### config.mk
export PLATFORM = sky130hd
export DESIGN_NAME = bpu_btb
export DESIGN_NICKNAME = d
export VERILOG_FILES = /design/src/bpu_pkg.sv /design/src/bpu_btb.sv
export SDC_FILE = /design/constraint.sdc
export NUM_CORES = 2
export LEC_CHECK = 0
export BUFFER_PORTS_ARGS = -buffer_cell sky130_fd_sc_hd__buf_2
export CORE_MARGIN = 5
export CORE_UTILIZATION = 60
export DETAILED_ROUTE_END_ITERATION = 12
export PLACE_DENSITY = 0.76
export SLEW_MARGIN = 20
export SYNTH_ARGS = -nofsm -noshare
export SYNTH_HDL_FRONTEND = slang
export SYNTH_SLANG_ARGS = --single-unit
### constraint.sdc
create_clock -name i_clk -period 11.9 [get_ports i_clk]
set_input_delay 1.19 -clock i_clk [delete_from_list [all_inputs] [get_ports i_clk]]
set_output_delay 1.19 -clock i_clk [all_outputs]
set_load 0.02 [all_outputs]
### src/bpu_pkg.sv
`timescale 1ns / 1ps
// ----------------------------------------------------------------------------
// Branch predictor shared definitions
// Request codes, counter constants and the target buffer handshake types.
// ----------------------------------------------------------------------------
package bpu_pkg;

    localparam logic OP_PREDICT = 1'b0;
    localparam logic OP_UPDATE  = 1'b1;

    localparam logic [1:0] KIND_COND = 2'd0;
    localparam logic [1:0] KIND_CALL = 2'd1;
    localparam logic [1:0] KIND_RET  = 2'd2;

    localparam logic [1:0] CTR_RESET     = 2'd1;
    localparam logic [1:0] CTR_TAKEN_MIN = 2'd2;
    localparam logic [1:0] CTR_MAX       = 2'd3;
    localparam logic [1:0] CTR_MIN       = 2'd0;

    typedef struct packed {
        logic        start;
        logic        update;
        logic [31:0] addr;
        logic [31:0] target;
    } t_btb_req;

    typedef struct packed {
        logic        done;
        logic        hit;
        logic [31:0] target;
    } t_btb_rsp;

endpackage

### src/bpu_btb.sv
`timescale 1ns / 1ps
// ----------------------------------------------------------------------------
// Branch target buffer
// Fully associative FIFO-replaced buffer held in one memory and searched one
// entry per cycle, oldest first.
// ----------------------------------------------------------------------------
module bpu_btb #(
    parameter int BTB_ENTRIES = 64
) (
    input  logic               i_clk,
    input  logic               i_rst_n,
    input  bpu_pkg::t_btb_req  i_req,
    output bpu_pkg::t_btb_rsp  o_rsp
);
    import bpu_pkg::*;

    localparam int BI = (BTB_ENTRIES > 1) ? $clog2(BTB_ENTRIES) : 1;
    localparam int CW = $clog2(BTB_ENTRIES + 1);

    typedef enum logic {B_IDLE, B_SEARCH} t_state;

    t_state         r_state;
    logic [63:0]    r_mem [BTB_ENTRIES];
    logic [63:0]    r_rd_data;
    logic [BI-1:0]  r_rd_slot;
    logic           r_pend;
    logic [CW-1:0]  r_i;
    logic [CW-1:0]  r_fill;
    logic [BI-1:0]  r_oldest;

    logic           w_hit;
    logic           w_done;
    logic           w_full;
    logic [BI:0]    w_sum;
    logic [BI-1:0]  w_slot;
    logic [BI:0]    w_app_sum;
    logic [BI-1:0]  w_app_slot;
    logic [BI-1:0]  w_oldest_inc;
    logic [BI-1:0]  w_wr_slot;

    always_comb begin
        w_sum = {1'b0, r_oldest} + (BI+1)'(r_i);
        if (w_sum >= (BI+1)'(BTB_ENTRIES)) begin
            w_slot = BI'(w_sum - (BI+1)'(BTB_ENTRIES));
        end else begin
            w_slot = BI'(w_sum);
        end
        w_app_sum = {1'b0, r_oldest} + (BI+1)'(r_fill);
        if (w_app_sum >= (BI+1)'(BTB_ENTRIES)) begin
            w_app_slot = BI'(w_app_sum - (BI+1)'(BTB_ENTRIES));
        end else begin
            w_app_slot = BI'(w_app_sum);
        end
        if (r_oldest == BI'(BTB_ENTRIES - 1)) begin
            w_oldest_inc = '0;
        end else begin
            w_oldest_inc = r_oldest + 1'b1;
        end
        w_full = (r_fill == CW'(BTB_ENTRIES));
        w_hit  = r_pend && (r_rd_data[63:32] == i_req.addr);
        w_done = (r_state == B_SEARCH) && (w_hit || r_i >= r_fill);
        if (w_hit) begin
            w_wr_slot = r_rd_slot;
        end else if (w_full) begin
            w_wr_slot = r_oldest;
        end else begin
            w_wr_slot = w_app_slot;
        end
    end

    always_ff @(posedge i_clk) begin
        if (!i_rst_n) begin
            r_state  <= B_IDLE;
            r_pend   <= 1'b0;
            r_i      <= '0;
            r_fill   <= '0;
            r_oldest <= '0;
        end else begin
            unique case (r_state)
                B_IDLE: begin
                    if (i_req.start) begin
                        r_i     <= '0;
                        r_pend  <= 1'b0;
                        r_state <= B_SEARCH;
                    end
                end
                B_SEARCH: begin
                    if (w_done) begin
                        r_pend  <= 1'b0;
                        r_state <= B_IDLE;
                        if (i_req.update && !w_hit) begin
                            if (w_full) begin
                                r_oldest <= w_oldest_inc;
                            end else begin
                                r_fill <= r_fill + 1'b1;
                            end
                        end
                    end else begin
                        r_pend    <= 1'b1;
                        r_i       <= r_i + 1'b1;
                    end
                end
                default: r_state <= B_IDLE;
            endcase
        end
    end

    always_ff @(posedge i_clk) begin
        if (r_state == B_SEARCH && !w_done) begin
            r_rd_data <= r_mem[w_slot];
            r_rd_slot <= w_slot;
        end
        if (w_done && i_req.update) begin
            r_mem[w_wr_slot] <= {i_req.addr, i_req.target};
        end
    end

    assign o_rsp.done   = w_done;
    assign o_rsp.hit    = w_hit;
    assign o_rsp.target = r_rd_data[31:0];

endmodule

==> results.cfg <==
[global_routing]
met3_usage = 0.0681
gr-usage-all-layers = 0.303
grt_overflow = 0
met1_usage = 0.422
grt_pass1_wl_microns = 591000
grt_busiest_layer = met2
grtUsageMet2 = 0.486
antenna_found_initial = 26
grt_max_degree = 135
grt_pass1_vias = 77000

[critical_path]
rrSetupSlack_ps = 6180
cp.arrival_ps = 6560
cp_max_fo = 65
endpoint_kind = flip-flop
cp_cell_sequence = buf_2, buf_4, xor2_1, nor4_1, nand4_1, or4_4, inv_1, nand4_1, a22oi_2, buf_4
critPathSlowestCell = a22oi_2
path_buf_inv = 4
crit_family = simple AND/OR/NAND/NOR gates
critPathLaunchType = input pin
required_ps = 12420
slowest_delay_ps = 1120
critPathKind = input pin to flip-flop

[yosys]
synth_area_sq_mm = 0.161
synthFlopType = edfxtp_1
yosys_register_bits = 4188
ys_warn_count = 0
synth_nets = 6491
synth_edf_count = 4166
synth-seq-area-share = 0.781
async_flop_share = 0
synth_cells = 6400
syn_avg_cell_area_sq_um = 25.1
ys_types = 61

[sta]
setup_viol_count_final = 0
max_freq_mhz = 166
worst_pin_slew_ps = 1190
fin_crit_ps = 6040
slew-limit-headroom = 0.209
grt_setup_unrepaired = false
fin_setup_tns_ps = 0
slew_violations = 0
hold_viol = 0
fin_skew_ps = 97.4
timing.final.crit_share = 0.507

[final_layout]
drive_above_1_share = 0.320
areaGrowthSynthToFinish_pct = 11.6
final_nets = 6856

[cts]
cts_setup_buffers = 0
clkLatencyLatePin_ps = 990
cts_made_buffers = 403
root_buffer = clkbuf_16
clock-sinks = 4188
post_cts_resized = 0
clk_pin_slew_ps = 60
clockBufferDepth = 4
cts_tree = built
hold_buffers = 0
htreeDepth = 5

[pwr]
p_int_mw = 23.3
cellLeakagePower_nw = 54.2
power_density_mw_per_mm2 = 163
seqPwrFrac = 0.556
switching_share = 0.201
p_sw_mw = 5.88
clkPwrFrac = 0.431
ir_worst_vdd_uv = 137
p_total_mw = 29.2
comb_power_share = 0.013

[floorplan]
fp.coreArea_sq_mm = 0.267
num_rows = 190
io_pins = 102
dieArea_sq_mm = 0.278
start_util = 0.601
die_x_microns = 527
die_h_microns = 527

[placed_design]
port_buffers = 101
dp_hpwl_microns = 209000
routabilityCongestion = 0.846

[detailed_routing]
antenna_left = 0
wl_per_cell_microns = 39.2
vias_per_cell = 7.15
drt-initial-drc-count = 12700
dr.pass1.iters = 9
route.detailed.drc = 0
vias = 76300
wirelength_microns = 418000

[run]
max-cap-violations = 0

[status]
outcome = completed

[hold_path]
worstHoldPathType = flip-flop to flip-flop
-- cell usage in the layout (no fill, tap or decap), types with 14 or more instances in the layout --
master / n
a22oi_2: 64
buf_12: 16
buf_2: 92
buf_4: 223
bufinv_16: 33
clkbuf_1: 75
clkbuf_16: 405
clkinv_1: 98
clkinv_2: 80
dfxtp_1: 22
edfxtp_1: 4166
ha_1: 20
inv_1: 18
mux2i_1: 200
mux4_2: 1280
nand2_1: 35
nand3_1: 14
xor2_1: 33
-- final timing paths --
check,start,cells after the start,endpoint
worst max-delay path,i_req[53],10,r_mem[41][63]
worst min-delay path,r_fill[6],2,r_fill[6]
worst max register to register,r_oldest[0],8,r_rd_data[6]
worst min register to register,r_fill[6],2,r_fill[6]
-- kinds of logic (layout without fill, tap and decap cells) --
| group | after synthesis | in the layout | share of synthesized area |
|---|---|---|---|
| AOI/OAI and AO/OA | 119 | 119 | 0.00579 |
| xor gates and xnor gates | 42 | 42 | 0.00229 |
| adders and majority gates | 23 | 23 | 0.00188 |
| buffers and inverters | 393 | 1091 | 0.0108 |
| DFF | 4188 | 4188 | 0.781 |
| muxes | 1481 | 1481 | 0.192 |
| other | 0 | 13 | 0 |
| and+or+nand+nor | 154 | 154 | 0.00589 |
-- flip-flops by register name, summed over array words and instances, names as in the netlist --
register   count
r_fill         7
r_i            7
r_mem       4096
r_oldest       6
r_pend         1
r_rd_data     64
r_rd_slot      6
r_state        1
-- stage by stage --
stage / std cells / hold slack, ps / setup slack (ps) / instance area, sq um / utilization
6_report: 10700 / 481 / 5860 / 179000 / 0.671
5_1_grt: 10700 / 505 / 5860 / 179000 / 0.671
4_1_cts: 10600 / 478 / 5990 / 179000 / 0.671
3_5_place_dp: 9910 / 466 / 5100 / 166000 / 0.622
3_3_place_gp: 9910 / 445 / 5190 / 166000 / 0.622
2_1_floorplan: 6400 / 435 / 5290 / 161000 / -
-- layer usage --
metal	wire, microns	part of all wire	vias up
li1	-	-	28700
met1	144000	0.35	40500
met2	206000	0.49	6186
met3	51200	0.12	871
met4	16100	0.039	8
met5	49	0.00012	-
-- cells in the mapped netlist (5+ instances only) --
library cell,number,area share
edfxtp_1,4166,0.78
xor2_1,33,0.0018
buf_2,65,0.0020
o311ai_0,5,0.00027
nor3_1,9,0.00028
mux4_2,1280,0.18
a31oi_1,5,0.00019
nand3_1,14,0.00044
clkbuf_1,189,0.0044
nor4_1,13,0.00051
buf_4,38,0.0018
buf_1,79,0.0018
nor2_1,11,0.00026
mux2i_1,200,0.012
ha_1,21,0.0016
or3_1,5,0.00019
dfxtp_1,22,0.0027
a21oi_1,7,0.00022
or4_1,13,0.00061
nand2b_1,5,0.00019
a22oi_1,61,0.0029
nand2_1,35,0.00082
inv_1,18,0.00042
nand4_1,11,0.00043
nand3b_1,6,0.00028
xnor2_1,9,0.00049
nand4b_1,6,0.00033
a21o_1,5,0.00023
-- power by group through the flow --
stage          sequential (mW)  clock, mW  combinational (mW)
6_report                  16.2       12.6               0.379
5_1_grt                   16.2       13.4               0.400
4_1_cts                   16.2       12.7               0.375
3_5_place_dp              16.5          0               0.371
3_3_place_gp              16.5          0               0.350
2_1_floorplan             16.5          0              0.0732
-- cell type report --
cell class	count	area, sq um
Sequential cell	4188	126000
Fill cell	15600	87900
Multi-Input combinational cell	1819	33700
Clock buffer	484	10500
Tap cell	3552	4440
Timing Repair Buffer	335	2530
Clock inverter	254	2450
Inverter	18	67.6
Antenna cell	13	32.5
-- worst min-delay path: cells and delay by family, from the launching register on --
family	cells	cell delay [ps]
flops	1	320
mux	1	60
simple gates	1	60
Note: power is estimated with default switching activity, not from simulation.
